==> src/design/enum_rom_descriptor_parser_core_macros.svh <==
// ----------------------------------------------------------------------------
// Assertion macros for the enumeration ROM descriptor parser
// Shared concurrent check forms, clocked and reset-gated.
// ----------------------------------------------------------------------------
`ifndef ENUM_ROM_DESCRIPTOR_PARSER_CORE_MACROS_SVH
`define ENUM_ROM_DESCRIPTOR_PARSER_CORE_MACROS_SVH

// same-cycle implication
`define ERDP_ASSERT_NOW(label, clk, rst_n, ante, cons) \
    label: assert property (@(posedge clk) disable iff (!rst_n) (ante) |-> (cons)) \
        else $error("erdp: same-cycle check failed");

// next-cycle implication
`define ERDP_ASSERT_NEXT(label, clk, rst_n, ante, cons) \
    label: assert property (@(posedge clk) disable iff (!rst_n) (ante) |=> (cons)) \
        else $error("erdp: next-cycle check failed");

`endif

==> src/design/erdp_pkg.sv <==
// ----------------------------------------------------------------------------
// erdp_pkg
// Shared types and codes for the enumeration ROM descriptor parser.
// ----------------------------------------------------------------------------
package erdp_pkg;

    // descriptor type nibble codes
    localparam logic [3:0] DK_COMP  = 4'h1;
    localparam logic [3:0] DK_MPORT = 4'h3;
    localparam logic [3:0] DK_END   = 4'hf;
    localparam logic [2:0] DK_ADDR  = 3'b101;   // bit 3 is don't-care

    // address descriptor size codes
    localparam logic [1:0] SZ_8K  = 2'd1;
    localparam logic [1:0] SZ_ANY = 2'd3;

    // slave kinds
    localparam logic [1:0] SK_SLAVE   = 2'd0;
    localparam logic [1:0] SK_SWRAP   = 2'd2;
    localparam logic [1:0] SK_MWRAP   = 2'd3;

    // result event codes
    localparam logic [1:0] EV_CORE      = 2'd0;
    localparam logic [1:0] EV_END       = 2'd1;
    localparam logic [1:0] EV_MALFORMED = 2'd2;
    localparam logic [1:0] EV_FULL      = 2'd3;

    // config register indexes
    localparam int unsigned CFG_IDX_W = 1;
    localparam logic [CFG_IDX_W-1:0] CFG_PMU = 1'b0;
    localparam logic [CFG_IDX_W-1:0] CFG_GCI = 1'b1;
    localparam logic [11:0] PMU_ID_RESET = 12'd2087;
    localparam logic [11:0] GCI_ID_RESET = 12'd2112;

    // word queue, depth a power of two
    localparam int unsigned QUEUE_DEPTH = 2;
    localparam int unsigned QPTR_W      = $clog2(QUEUE_DEPTH);
    localparam int unsigned QCNT_W      = $clog2(QUEUE_DEPTH + 1);

    // classified descriptor word
    typedef struct packed {
        logic        begin_scan;
        logic        is_end;
        logic        is_comp;
        logic        is_mport;
        logic        is_addr;
        logic        addr_high;
        logic [1:0]  size_kind;
        logic [1:0]  slave_kind;
        logic        no_wrap;
        logic [11:0] part;
        logic [7:0]  revision;
        logic [19:0] region;
    } erdp_word_t;

endpackage

==> src/design/erdp_front.sv <==
// ----------------------------------------------------------------------------
// erdp_front
// Input handshake and descriptor word classification.
// ----------------------------------------------------------------------------
module erdp_front
    import erdp_pkg::*;
(
    input  logic        in_valid,
    output logic        in_ready,
    input  logic        command,
    input  logic [31:0] descriptor_word,
    input  logic        q_full,
    output logic        push,
    output erdp_word_t  push_word
);

    logic [3:0] nib;

    assign nib      = descriptor_word[3:0];
    assign in_ready = !q_full;
    assign push     = in_valid && !q_full;

    always_comb
    begin
        push_word.begin_scan = command;
        push_word.is_end     = (nib == DK_END);
        push_word.is_comp    = (nib == DK_COMP);
        push_word.is_mport   = (nib == DK_MPORT);
        push_word.is_addr    = (nib[2:0] == DK_ADDR);
        push_word.addr_high  = descriptor_word[3];
        push_word.size_kind  = descriptor_word[5:4];
        push_word.slave_kind = descriptor_word[7:6];
        // no master and no slave wrappers
        push_word.no_wrap    = (descriptor_word[23:14] == 10'd0);
        push_word.part       = descriptor_word[19:8];
        push_word.revision   = descriptor_word[31:24];
        push_word.region     = descriptor_word[31:12];
    end

endmodule

==> src/design/erdp_queue.sv <==
// ----------------------------------------------------------------------------
// erdp_queue
// Short register queue of classified words between front and back.
// ----------------------------------------------------------------------------
module erdp_queue
    import erdp_pkg::*;
(
    input  logic       clk,
    input  logic       rst_n,
    input  logic       push,
    input  erdp_word_t push_word,
    output logic       q_full,
    input  logic       pop,
    output logic       q_valid,
    output erdp_word_t q_word
);

    erdp_word_t        entry_reg [QUEUE_DEPTH];
    logic [QPTR_W-1:0] wr_ptr_reg;
    logic [QPTR_W-1:0] wr_ptr_next;
    logic [QPTR_W-1:0] rd_ptr_reg;
    logic [QPTR_W-1:0] rd_ptr_next;
    logic [QCNT_W-1:0] count_reg;
    logic [QCNT_W-1:0] count_next;

    assign q_full  = (count_reg == QCNT_W'(QUEUE_DEPTH));
    assign q_valid = (count_reg != '0);
    assign q_word  = entry_reg[rd_ptr_reg];

    always_comb
    begin
        wr_ptr_next = push ? wr_ptr_reg + QPTR_W'(1) : wr_ptr_reg;
        rd_ptr_next = pop  ? rd_ptr_reg + QPTR_W'(1) : rd_ptr_reg;
        count_next  = count_reg;
        if (push && !pop)
        begin
            count_next = count_reg + QCNT_W'(1);
        end
        else if (pop && !push)
        begin
            count_next = count_reg - QCNT_W'(1);
        end
    end

    always_ff @(posedge clk or negedge rst_n)
    begin
        if (!rst_n)
        begin
            wr_ptr_reg <= '0;
            rd_ptr_reg <= '0;
            count_reg  <= '0;
        end
        else
        begin
            wr_ptr_reg <= wr_ptr_next;
            rd_ptr_reg <= rd_ptr_next;
            count_reg  <= count_next;
        end
    end

    always_ff @(posedge clk)
    begin
        if (push)
        begin
            entry_reg[wr_ptr_reg] <= push_word;
        end
    end

endmodule

==> src/design/erdp_back.sv <==
// ----------------------------------------------------------------------------
// erdp_back
// Scan state machine, core table count and registered result stage.
// ----------------------------------------------------------------------------
`include "enum_rom_descriptor_parser_core_macros.svh"

module erdp_back
    import erdp_pkg::*;
#(
    parameter int MAX_CORES = 16
)
(
    input  logic        clk,
    input  logic        rst_n,
    input  logic        q_valid,
    input  erdp_word_t  q_word,
    output logic        q_pop,
    input  logic [11:0] pmu_core_id,
    input  logic [11:0] gci_core_id,
    output logic        out_valid,
    input  logic        out_ready,
    output logic [1:0]  event_res,
    output logic [11:0] core_id,
    output logic [7:0]  core_revision,
    output logic [31:0] base_address,
    output logic [31:0] wrap_address,
    output logic [4:0]  cores_found
);

    localparam int unsigned CNT_W = $clog2(MAX_CORES + 1);

    typedef enum logic [4:0] {
        PH_IDLE  = 5'b00001,
        PH_COMP1 = 5'b00010,
        PH_COMP2 = 5'b00100,
        PH_FIRST = 5'b01000,
        PH_SCAN  = 5'b10000
    } phase_t;

    phase_t             phase_reg, phase_next;
    logic [11:0]        part_reg, part_next;
    logic [7:0]         rev_reg, rev_next;
    logic               master_reg, master_next;
    logic [19:0]        base_reg, base_next;
    logic [19:0]        wrap_reg, wrap_next;
    logic               skip_reg, skip_next;
    logic               expect_reg, expect_next;
    logic [CNT_W-1:0]   count_reg, count_next;

    logic               fire;
    phase_t             ph;
    logic               check;
    logic               enter;
    logic               enter_comp;
    logic [1:0]         wrap_kind;

    logic               res_valid;
    logic [1:0]         res_event;
    logic [11:0]        res_id;
    logic [7:0]         res_rev;
    logic [19:0]        res_base;
    logic [19:0]        res_wrap;
    logic [4:0]         res_count;

    logic               out_valid_reg, out_valid_next;
    logic [1:0]         event_reg;
    logic [11:0]        id_reg;
    logic [7:0]         orev_reg;
    logic [19:0]        obase_reg;
    logic [19:0]        owrap_reg;
    logic [4:0]         ocount_reg;

    assign fire  = q_valid && (!out_valid_reg || out_ready);
    assign q_pop = fire;

    always_comb
    begin
        phase_next  = phase_reg;
        part_next   = part_reg;
        rev_next    = rev_reg;
        master_next = master_reg;
        base_next   = base_reg;
        wrap_next   = wrap_reg;
        skip_next   = skip_reg;
        expect_next = expect_reg;
        count_next  = count_reg;
        ph          = phase_reg;
        check       = 1'b0;
        enter       = 1'b0;
        enter_comp  = 1'b0;
        wrap_kind   = SK_SWRAP;
        res_valid   = 1'b0;
        res_event   = EV_CORE;
        res_id      = '0;
        res_rev     = '0;
        res_base    = '0;
        res_wrap    = '0;
        res_count   = 5'(count_reg);

        if (fire && q_word.begin_scan)
        begin
            phase_next  = PH_COMP1;
            part_next   = '0;
            rev_next    = '0;
            master_next = 1'b0;
            base_next   = '0;
            wrap_next   = '0;
            skip_next   = 1'b0;
            expect_next = 1'b0;
            count_next  = '0;
        end
        else if (fire)
        begin
            // first word after the component pair picks the wrapper kind; an address
            // word is handed on to scan, any other non-port word to component search
            if (phase_reg == PH_FIRST)
            begin
                if (q_word.is_mport)
                begin
                    master_next = 1'b1;
                    phase_next  = PH_SCAN;
                    ph          = PH_IDLE;
                end
                else if (q_word.is_addr)
                begin
                    master_next = 1'b0;
                    ph          = PH_SCAN;
                end
                else
                begin
                    ph = PH_COMP1;
                end
            end
            // end marker in an address list drops the core, then ends
            if (ph == PH_SCAN && !skip_reg && !expect_reg && q_word.is_end)
            begin
                ph = PH_COMP1;
            end
            wrap_kind = master_next ? SK_MWRAP : SK_SWRAP;

            case (ph)
                PH_COMP1:
                begin
                    phase_next = PH_COMP1;
                    if (q_word.is_end)
                    begin
                        phase_next = PH_IDLE;
                        res_valid  = 1'b1;
                        res_event  = EV_END;
                    end
                    else if (q_word.is_comp)
                    begin
                        part_next  = q_word.part;
                        phase_next = PH_COMP2;
                    end
                end
                PH_COMP2:
                begin
                    if (!q_word.is_comp)
                    begin
                        phase_next = PH_IDLE;
                        res_valid  = 1'b1;
                        res_event  = EV_MALFORMED;
                    end
                    else
                    begin
                        rev_next = q_word.revision;
                        if (q_word.no_wrap && part_reg != pmu_core_id
                            && part_reg != gci_core_id)
                        begin
                            phase_next = PH_COMP1;
                        end
                        else
                        begin
                            base_next   = '0;
                            wrap_next   = '0;
                            skip_next   = 1'b0;
                            expect_next = 1'b0;
                            phase_next  = PH_FIRST;
                        end
                    end
                end
                PH_SCAN:
                begin
                    phase_next = PH_SCAN;
                    if (skip_reg)
                    begin
                        skip_next = 1'b0;
                        check     = 1'b1;
                    end
                    else if (expect_reg)
                    begin
                        expect_next = 1'b0;
                        skip_next   = q_word.addr_high;
                        check       = 1'b1;
                    end
                    else if (q_word.is_comp)
                    begin
                        enter      = 1'b1;
                        enter_comp = 1'b1;
                    end
                    else if (q_word.is_addr)
                    begin
                        skip_next = q_word.addr_high;
                        if (q_word.size_kind == SZ_ANY)
                        begin
                            expect_next = 1'b1;
                        end
                        else if (q_word.size_kind <= SZ_8K)
                        begin
                            if (base_reg == '0 && q_word.slave_kind == SK_SLAVE)
                            begin
                                base_next = q_word.region;
                            end
                            if (wrap_reg == '0 && q_word.slave_kind == wrap_kind)
                            begin
                                wrap_next = q_word.region;
                            end
                        end
                        check = 1'b1;
                    end
                end
                default:
                begin
                end
            endcase

            if (check && !skip_next && !expect_next && base_next != '0
                && wrap_next != '0)
            begin
                enter = 1'b1;
            end

            if (enter)
            begin
                res_valid = 1'b1;
                if (count_reg >= CNT_W'(MAX_CORES))
                begin
                    phase_next = PH_IDLE;
                    res_event  = EV_FULL;
                end
                else
                begin
                    count_next = count_reg + CNT_W'(1);
                    phase_next = PH_COMP1;
                    res_event  = EV_CORE;
                    res_id     = part_reg;
                    res_rev    = rev_reg;
                    res_base   = base_next;
                    res_wrap   = wrap_next;
                    res_count  = 5'(count_next);
                    // a component word closing the list opens the next core
                    if (enter_comp)
                    begin
                        part_next  = q_word.part;
                        phase_next = PH_COMP2;
                    end
                end
            end
        end
    end

    assign out_valid_next = (fire && res_valid) || (out_valid_reg && !out_ready);

    always_ff @(posedge clk or negedge rst_n)
    begin
        if (!rst_n)
        begin
            phase_reg     <= PH_IDLE;
            part_reg      <= '0;
            rev_reg       <= '0;
            master_reg    <= 1'b0;
            base_reg      <= '0;
            wrap_reg      <= '0;
            skip_reg      <= 1'b0;
            expect_reg    <= 1'b0;
            count_reg     <= '0;
            out_valid_reg <= 1'b0;
        end
        else
        begin
            phase_reg     <= phase_next;
            part_reg      <= part_next;
            rev_reg       <= rev_next;
            master_reg    <= master_next;
            base_reg      <= base_next;
            wrap_reg      <= wrap_next;
            skip_reg      <= skip_next;
            expect_reg    <= expect_next;
            count_reg     <= count_next;
            out_valid_reg <= out_valid_next;
        end
    end

    always_ff @(posedge clk)
    begin
        if (fire && res_valid)
        begin
            event_reg  <= res_event;
            id_reg     <= res_id;
            orev_reg   <= res_rev;
            obase_reg  <= res_base;
            owrap_reg  <= res_wrap;
            ocount_reg <= res_count;
        end
    end

    assign out_valid     = out_valid_reg;
    assign event_res     = event_reg;
    assign core_id       = id_reg;
    assign core_revision = orev_reg;
    assign base_address  = {obase_reg, 12'h000};
    assign wrap_address  = {owrap_reg, 12'h000};
    assign cores_found   = ocount_reg;

    `ERDP_ASSERT_NEXT(a_core_bumps_count, clk, rst_n, fire && res_valid && (res_event == EV_CORE), count_reg == $past(count_reg) + CNT_W'(1))
    `ERDP_ASSERT_NEXT(a_stop_goes_idle, clk, rst_n, fire && res_valid && (res_event != EV_CORE), phase_reg == PH_IDLE)
    `ERDP_ASSERT_NOW(a_idle_is_quiet, clk, rst_n, fire && (phase_reg == PH_IDLE) && !q_word.begin_scan, !res_valid)
    `ERDP_ASSERT_NOW(a_no_result_overrun, clk, rst_n, out_valid_reg && !out_ready, !fire)

endmodule

==> src/design/enum_rom_descriptor_parser_core.sv <==
// ----------------------------------------------------------------------------
// enum_rom_descriptor_parser_core: enumeration ROM descriptor parser
// Path: an accepted word waits in the queue, its result in the result register.
// Throughput: 1 word per cycle while no result is stalled, set by the scan state.
// Reset: idle until a begin command; id registers return to 2087 and 2112.
// ----------------------------------------------------------------------------
//
// Structure:
//   erdp_front  - takes words from the input channel and pre-decodes the
//                 descriptor type nibble and bit fields.
//   erdp_queue  - two-entry word queue; the input side keeps accepting until
//                 full while the back end waits on a stalled result.
//   erdp_back   - scan state machine (component pair, first descriptor,
//                 address list), core count, and the result register.
//
// The config port takes writes at any time and is always ready; writes are
// expected only while no scan word is in flight. Index CFG_PMU sets the
// power management part number, CFG_GCI the coexistence part number; other
// indexes are dropped.
module enum_rom_descriptor_parser_core
    import erdp_pkg::*;
#(
    parameter int MAX_CORES = 16
)
(
    input  logic                 clk,
    input  logic                 rst_n,
    // config write channel
    input  logic                 cfg_valid,
    output logic                 cfg_ready,
    input  logic [CFG_IDX_W-1:0] cfg_index,
    input  logic [11:0]          cfg_data,
    // descriptor word channel
    input  logic                 in_valid,
    output logic                 in_ready,
    input  logic                 command,
    input  logic [31:0]          descriptor_word,
    // result channel
    output logic                 out_valid,
    input  logic                 out_ready,
    output logic [1:0]           event_res,
    output logic [11:0]          core_id,
    output logic [7:0]           core_revision,
    output logic [31:0]          base_address,
    output logic [31:0]          wrap_address,
    output logic [4:0]           cores_found
);

    logic [11:0] pmu_id_reg, pmu_id_next;
    logic [11:0] gci_id_reg, gci_id_next;

    logic        push;
    erdp_word_t  push_word;
    logic        q_full;
    logic        q_pop;
    logic        q_valid;
    erdp_word_t  q_word;

    // config registers
    assign cfg_ready = 1'b1;

    always_comb
    begin
        pmu_id_next = pmu_id_reg;
        gci_id_next = gci_id_reg;
        if (cfg_valid)
        begin
            case (cfg_index)
                CFG_PMU: pmu_id_next = cfg_data;
                CFG_GCI: gci_id_next = cfg_data;
                default:
                begin
                end
            endcase
        end
    end

    always_ff @(posedge clk or negedge rst_n)
    begin
        if (!rst_n)
        begin
            pmu_id_reg <= PMU_ID_RESET;
            gci_id_reg <= GCI_ID_RESET;
        end
        else
        begin
            pmu_id_reg <= pmu_id_next;
            gci_id_reg <= gci_id_next;
        end
    end

    // front end: classify and enqueue
    erdp_front u_front (
        .in_valid        (in_valid),
        .in_ready        (in_ready),
        .command         (command),
        .descriptor_word (descriptor_word),
        .q_full          (q_full),
        .push            (push),
        .push_word       (push_word)
    );

    erdp_queue u_queue (
        .clk       (clk),
        .rst_n     (rst_n),
        .push      (push),
        .push_word (push_word),
        .q_full    (q_full),
        .pop       (q_pop),
        .q_valid   (q_valid),
        .q_word    (q_word)
    );

    // back end: parse and report
    erdp_back #(
        .MAX_CORES (MAX_CORES)
    ) u_back (
        .clk           (clk),
        .rst_n         (rst_n),
        .q_valid       (q_valid),
        .q_word        (q_word),
        .q_pop         (q_pop),
        .pmu_core_id   (pmu_id_reg),
        .gci_core_id   (gci_id_reg),
        .out_valid     (out_valid),
        .out_ready     (out_ready),
        .event_res     (event_res),
        .core_id       (core_id),
        .core_revision (core_revision),
        .base_address  (base_address),
        .wrap_address  (wrap_address),
        .cores_found   (cores_found)
    );

endmodule

==> config.mk <==
export PLATFORM = sky130hd
export DESIGN_NAME = enum_rom_descriptor_parser_core
export DESIGN_NICKNAME = d
export VERILOG_FILES = /design/src/design/erdp_pkg.sv /design/src/design/erdp_front.sv /design/src/design/erdp_queue.sv /design/src/design/erdp_back.sv /design/src/design/enum_rom_descriptor_parser_core.sv
export VERILOG_INCLUDE_DIRS = /design/src /design/src/design
export SDC_FILE = /design/constraint.sdc
export NUM_CORES = 1
export LEC_CHECK = 0
export CAP_MARGIN = 10
export CORE_MARGIN = 2
export CORE_UTILIZATION = 43
export DETAILED_ROUTE_END_ITERATION = 10
export DONT_BUFFER_PORTS = 1
export GPL_TIMING_DRIVEN = 0
export PLACE_DENSITY_LB_ADDON = 0.1
export SETUP_SLACK_MARGIN = 0.05
export SYNTH_ARGS = -nofsm -noshare
export SYNTH_HDL_FRONTEND = slang
export SYNTH_SLANG_ARGS = --single-unit
==> constraint.sdc <==
create_clock -name clk -period 6.3 [get_ports clk]
set_clock_uncertainty 0.05 [all_clocks]
set_input_delay 0.63 -clock clk [delete_from_list [all_inputs] [get_ports clk]]
set_output_delay 0.63 -clock clk [all_outputs]
set_load 0.05 [all_outputs]
==> reports/results.txt, run 1 <==
CP Launch Type = register
RR Endpoint = u_back.owrap_reg[2]
outcome = finished, final reports clean
worst min path class = primary input to register
unrepaired setup endpoints after global routing = no
DRT antenna net count = 0
Final Hold Viols = 0
Die Ht = 159.6 um
syn_area_per_cell = 12.86 sq um
Congestion Overflow GR = 0
Worst setup endpoint = u_back.owrap_reg[2]
Hold Crit Depth = 0
worst slack, placed = 1.875 ns
Placed Instance Area = 10,970 sq um
total power = 5202 uW
Final period util = 70.11%
Cell Area, Synth = 10,410 sq um
Worst-Margin Slew = 0.9824 ns
dominant synthesized flop cell = edfxtp_1
Crit Path Max Fanout = 39
final net count = 920
P_leak = 0.004489 uW
Setup crit start = u_queue.rd_ptr_reg
Slew Limit Fails = 0
combinational power share = 23.7%
max reg flops = 70
CP Data Required Time = 6.47 ns
ant diodes = 0
Switching Fraction = 35.73%
share of cells above drive strength 1 = 16.80%
Power Density = 436.3 nW/um^2
Int Pwr = 3343 uW
Core Box Area = 23,610 sq um
total wire length = 26,290 um
worst vdd ir = 273.0 uV
die width = 159.6 um
Die ar. = 25,460 sq um
Final Util = 50.49%
clock buffer count from CTS = 27
first-pass GRT wire length = 40,750 um
setup bufs post-CTS = 0
post-DP HPWL = 19,250 um
GP Congestion = 0.8813
ys async rst share = 42.68%
largest net degree at the start of global routing = 103
Rows = 56
Vias = 6,702
Iteration-0 DRC Markers = 483
post-route design area = 11,920 sq um
CTS Buffer Depth = 3
routed vias/inst = 5.557
clk sinks = 239
Clock H-tree levels = 1
yosys warns = 0
Routed WL per cell = 21.80 um
Post-synth EDFFs = 137
highest clock rate = 226.4 MHz
Slew HR = 34.27%
crit path time final = 4.417 ns
CTS root buffer = clkbuf_16
Clock Latency Late Sink = 0.54 ns
Flop pwr share = 45.5%
Worst EP arrival = 4.59 ns
Psw = 1859 uW
vias in the first global route = 6,839
post-synthesis cell count = 809
antenna violations before repair = 0
DRT Pass-1 Iters = 5
FF-to-FF path depth = 11
CTS tree = yes
Seq cells post-synth = 239
FF-to-FF setup slack = 1.88 ns
endpoint class of the critical path = register
clock slew at reported path FFs = 0.06 ns
Post-CTS Resized = 0
final setup violation count = 0
Overall Global Routing Usage = 20.76%
hold_buf cts = 2
reg2reg start = u_queue.rd_ptr_reg
maxcap violations = 0
power share of the clock group = 30.8%
Seq/Total Area, Yosys = 64.16%
Area Growth Syn to Fin = 14.57%
PnR worst setup slack = 1.883 ns
Netlist cell types = 64
initial core utilization = 44.07%
critical path type = register to register
PortBufs = 0
drt drc = 0
I/O pins = 145
## through the flow
step	setup TNS, ns	hold slack (ns)	std cells
after floorplan	0	0.2844	832
after global placement	-76.16	0.2884	1151
after detailed placement	0	0.2883	1154
after CTS	0	0.1162	1206
after global routing	0	0.1173	1206
final	0	0.1329	1206
## power by group through the flow
stage          clock network [uW]  logic, uW  registers (uW)
3_5_place_dp                    0       1210            2400
5_1_grt                      1700       1330            2390
6_report                     1600       1240            2360
3_3_place_gp                    0       1150            2410
2_1_floorplan                   0        822            2350
4_1_cts                      1630       1230            2370
## layout make-up
type,instances,area [sq um]
Timing Repair Buffer,5,97.59
Inverter,9,33.78
Clock buffer,40,774.5
Sequential cell,239,6676
Buffer,61,361.6
Clock inverter,10,142.6
Tap cell,319,399.1
Multi-Input combinational cell,523,3437
Fill cell,2100,11690
## worst min path at each step
stage,startpoint,to,slack [ns]
finish,descriptor_word[25],u_queue.entry_reg[0][21],0.13
CTS,descriptor_word[6],u_queue.entry_reg[1][41],0.12
detailed placement,rst_n,pmu_id_reg[3],0.29
global route,descriptor_word[25],u_queue.entry_reg[0][21],0.12
global placement,rst_n,gci_id_reg[3],0.29
floorplan,rst_n,gci_id_reg[0],0.28
## placed cells by master (no fill, tap or decap), types with 27 or more instances in the layout
cell | netlist | layout
a22oi_1 | 28 | 28
buf_4 | 30 | 30
mux2_2 | 49 | 49
dfrtp_1 | 94 | 94
clkbuf_1 | 23 | 31
xnor2_1 | 28 | 28
nand2_1 | 53 | 53
clkbuf_16 | 0 | 27
o21ai_0 | 35 | 35
a21oi_1 | 34 | 34
edfxtp_1 | 137 | 137
nor2_1 | 75 | 73
## cells in the mapped netlist (all sizes together) (2+ instances only)
cell type	n	area [sq um]
a21oi	34	170.2
a22o	9	80.08
a22oi	28	210.2
a311o	2	20.02
a31oi	5	46.29
a32o	3	30.03
and2	21	131.4
and3	5	31.28
and3b	2	17.52
buf	38	275.3
clkbuf	23	86.33
conb	2	7.510
dfrtp	94	2352
dfstp	8	210.2
edfxtp	137	4114
ha	3	37.54
inv	8	30.03
mux2	50	566.8
mux2i	26	260.3
nand2	53	198.9
nand2b	7	43.79
nand3	11	55.05
nand4	10	62.56
nor2	75	281.5
nor2b	5	31.28
nor3	13	70.07
nor3b	2	20.02
nor4	15	93.84
nor4b	3	32.53
o211ai	3	22.52
o21a	2	15.01
o21ai	39	195.2
o2bb2ai	12	105.1
o31ai	2	15.01
o41ai	3	26.28
or2	2	12.52
or3	4	25.02
or4	6	45.04
xnor2	28	245.2
xor2	3	26.28
## layer usage
metal  global-route usage, %  up-vias  part of all wire [%]
li1                        -     3067                     -
met1                   28.90     3345                    45
met2                   33.35      242                    47
met3                   3.569       48                   5.7
met4                   6.570        0                   2.7
met5                       0        -                     0
## logic make-up after synthesis
logic type	synth area share (%)
flip-flops	64.16
XOR/XNOR	2.609
other	0.07217
adder cells (fa/ha/maj)	0.3607
AO/OA/AOI/OAI	9.727
buffers and inverters	3.799
multiplexers	7.948
AND/OR/NAND/NOR	11.33
## worst max-delay path, cell delays in order, from the launching register on
cell and delay [ns]:
dfrtp_1 0.38, buf_6 0.20, buf_2 0.32, mux2i_1 0.59
nor2_1 0.28, o31ai_1 0.29, a221o_1 0.39, a31oi_4 0.13
buf_4 0.19, and3_1 0.21, nor2_4 0.73, buf_12 0.31
No activity file was read; power rests on OpenSTA's default activity.
==> run 2, diff against run 1 <==
- ABC_AREA: unset -> 1
- clock period: 6.3 -> 4.1 ns (I/O delays scaled with it)
==> run 2 against run 1 <==
Effect of this change:
- non-clock buffer count is 58 higher
- critical endpoint is now u_back.owrap_reg[9]
- global-route usage is 3.0 points higher
- largest cell class unchanged
- maximum frequency is 16% higher
- power is 74% higher
- combinational power is 130% higher
- clock power is 54% higher
- sequential share of layout area is 7.8 points lower
- final cell count is 46% higher
- largest power group unchanged
- critical path type unchanged
==> reports/results.txt, run 2 <==
clock buffer count from CTS = 27
most numerous cell in the Yosys netlist = nand2_1
Final Hold Viols = 0
DRT Pass-1 Iters = 5
Seq cells post-synth = 239
maxcap violations = 0
Seq/Total Area, Yosys = 56.34%
Cell Area, Synth = 11,850 sq um
share of cells above drive strength 1 = 12.64%
die width = 170.0 um
Overall Global Routing Usage = 23.80%
most frequent cells in the layout = nand2_1 (275), inv_1 (170), edfxtp_1 (137), o21ai_0 (102), nor2_1 (101)
dominant synthesized flop cell = edfxtp_1
total wire length = 34,030 um
routed vias/inst = 5.280
GP Congestion = 0.8888
largest cells by area after synthesis = edfxtp_1 (35%), dfrtp_1 (20%), nand2_1 (8.8%), inv_1 (5.4%), o21ai_0 (4.4%)
Crit Path Max Fanout = 34
Vias = 9,319
dpl cells = 1,670
worst min path class = primary input to register
Clock H-tree levels = 1
Final period util = 93.21%
critical path type = register to register
first-pass GRT wire length = 52,120 um
post-DP HPWL = 23,990 um
Core Box Area = 27,030 sq um
Setup crit start = u_queue.rd_ptr_reg
Slew HR = 26.09%
commonest non-fill, non-tap cell in the layout = nand2_1
Die Ht = 170.0 um
P_leak = 0.005859 uW
Clock Latency Late Sink = 0.56 ns
post-synthesis cell count = 1,304
post-route design area = 13,850 sq um
CTS root buffer = clkbuf_16
Worst-Margin Slew = 1.109 ns
Congestion Overflow GR = 0
Netlist cell types = 50
crit path time final = 3.822 ns
antenna violations before repair = 0
Routed WL per cell = 19.28 um
ys async rst share = 42.68%
CTS Buffer Depth = 3
CP Launch Type = register
syn_area_per_cell = 9.088 sq um
Worst EP arrival = 4.06 ns
Synth area leader = edfxtp_1
PortBufs = 0
Slew Limit Fails = 0
initial core utilization = 43.85%
unrepaired setup endpoints after global routing = no
Placed Instance Area = 12,430 sq um
max reg flops = 70
Iteration-0 DRC Markers = 855
vias in the first global route = 8,892
CTS tree = yes
clk sinks = 239
Power Density = 654.7 nW/um^2
Commonest cells post-synth = nand2_1 (277), inv_1 (171), edfxtp_1 (137)
share of Yosys cell area claimed by the top area cell type = 34.72%
Area Growth Syn to Fin = 16.88%
yosys warns = 0
drt drc = 0
endpoint class of the critical path = register
largest net degree at the start of global routing = 103
Rows = 60
clock slew at reported path FFs = 0.06 ns
I/O pins = 145
final setup violation count = 0
Final Non-Filler Cells = 1,765
DRT antenna net count = 0
Hold Startpoint = cfg_data[7]
Die ar. = 28,900 sq um
CP Data Required Time = 4.34 ns
outcome = finished, final reports clean
ant diodes = 0
worst vdd ir = 411.1 uV
final net count = 1,457
Post-synth EDFFs = 137
highest clock rate = 261.7 MHz
reg2reg start = u_queue.rd_ptr_reg
-- run 2: cell count changes after synthesis, moves of 10 or more --
cell	before	now
o21ai_1	4	14
mux2i_1	26	7
o21ai_0	35	105
a22oi_1	28	1
nor2_1	75	104
nand2_1	53	277
o2bb2ai_1	12	0
a21oi_1	34	47
mux2_2	49	0
nand3_1	11	95
inv_1	8	171
and2_1	21	0
o22ai_1	1	31
nor2_2	0	31
-- run 2: kinds of logic (layout without fill, tap and decap cells) --
| family | count (synthesis) | after routing | share of synthesized area [%] |
|---|---|---|---|
| xor gates and xnor gates | 20 | 20 | 1.478 |
| and+or+nand+nor | 566 | 566 | 21.55 |
| DFF | 239 | 239 | 56.34 |
| adders and majority gates | 3 | 3 | 0.3168 |
| buffers and inverters | 255 | 352 | 9.989 |
| AOI/OAI and AO/OA | 212 | 212 | 9.672 |
| other | 2 | 25 | 0.06337 |
| muxes | 7 | 7 | 0.5913 |
-- run 2: worst max-delay path, cell delays in order (launching register included) --
cell and delay (ns):
dfrtp_1 0.37, buf_6 0.14, buf_6 0.15, o21ai_1 0.31, inv_1 0.13, nand3_1 0.10, nor2_1 0.05, nand2_2 0.20
buf_2 0.29, o21ai_0 0.11, nand2_1 0.09, nand3_1 0.12, nor2_1 0.10, nand2_1 0.05, nor2_1 0.17, nand3_1 0.20
nand3_2 0.15, nand2_2 0.09, nor2_1 0.13, inv_1 0.06, nand2_2 0.20, bufinv_16 0.26
-- run 2: power by group --
group	internal [uW]	switching, uW
logic	683	2140
clock network	1480	985
registers	3080	707
total	5240	3830
-- run 2: per-layer routing --
metal | global-route usage [%] | wire [um]
met3 | 4.488 | 2698
met1 | 33.67 | 14640
met4 | 9.327 | 1431
met2 | 36.29 | 15260
met5 | 0 | 0
-- run 2: area by class of cell --
cell class | count | area [sq um]
flip-flops and latches | 239 | 6676
repair buffers | 46 | 505.5
fillers | 2501 | 13180
inverters | 177 | 695.7
clock inverters | 16 | 188.9
clock buffers | 34 | 711.9
plain buffers | 78 | 519.2
repair inverters | 1 | 8.758
well taps | 341 | 426.7
multi-input cells | 833 | 4118
-- run 2: final timing paths --
check                                      endpoint  slack, ns  depth (start not counted)
worst min-delay path                  gci_id_reg[7]       0.02                          2
worst max register to register  u_back.owrap_reg[9]       0.28                         21
max in group asynchronous        u_back.wrap_reg[3]       3.13                          2
min in group asynchronous             pmu_id_reg[6]       0.41                          2
worst min register to register       gci_id_reg[11]       0.45                          2
worst max-delay path            u_back.owrap_reg[9]       0.28                         21
-- run 2: through the flow --
step	setup TNS [ns]	hold WS (ns)	utilization, %	power [uW]	setup slack (ns)
final	0	0.01739	51.25	9068	0.2782
after global routing	0	0.01735	51.25	9505	0.1005
after CTS	0	0.0009601	51.07	9037	0.07978
after detailed placement	-16.45	0.06745	45.99	6482	-0.2518
after global placement	-104.40	0.06783	45.75	6455	-1.566
after floorplan	0	0.06441	-	5471	0.1138
-- run 2: timing repair --
| action | 4_1_cts | 5_1_grt |
|---|---|---|
| hold buffers | 44 | 0 |
| setup endpoints to repair | 77 | 77 |
| endpoints found under the hold margin | 182 | 0 |
| cloned | 0 | 1 |
| buffers inserted | 0 | 0 |
| gates resized for setup | 5 | 18 |
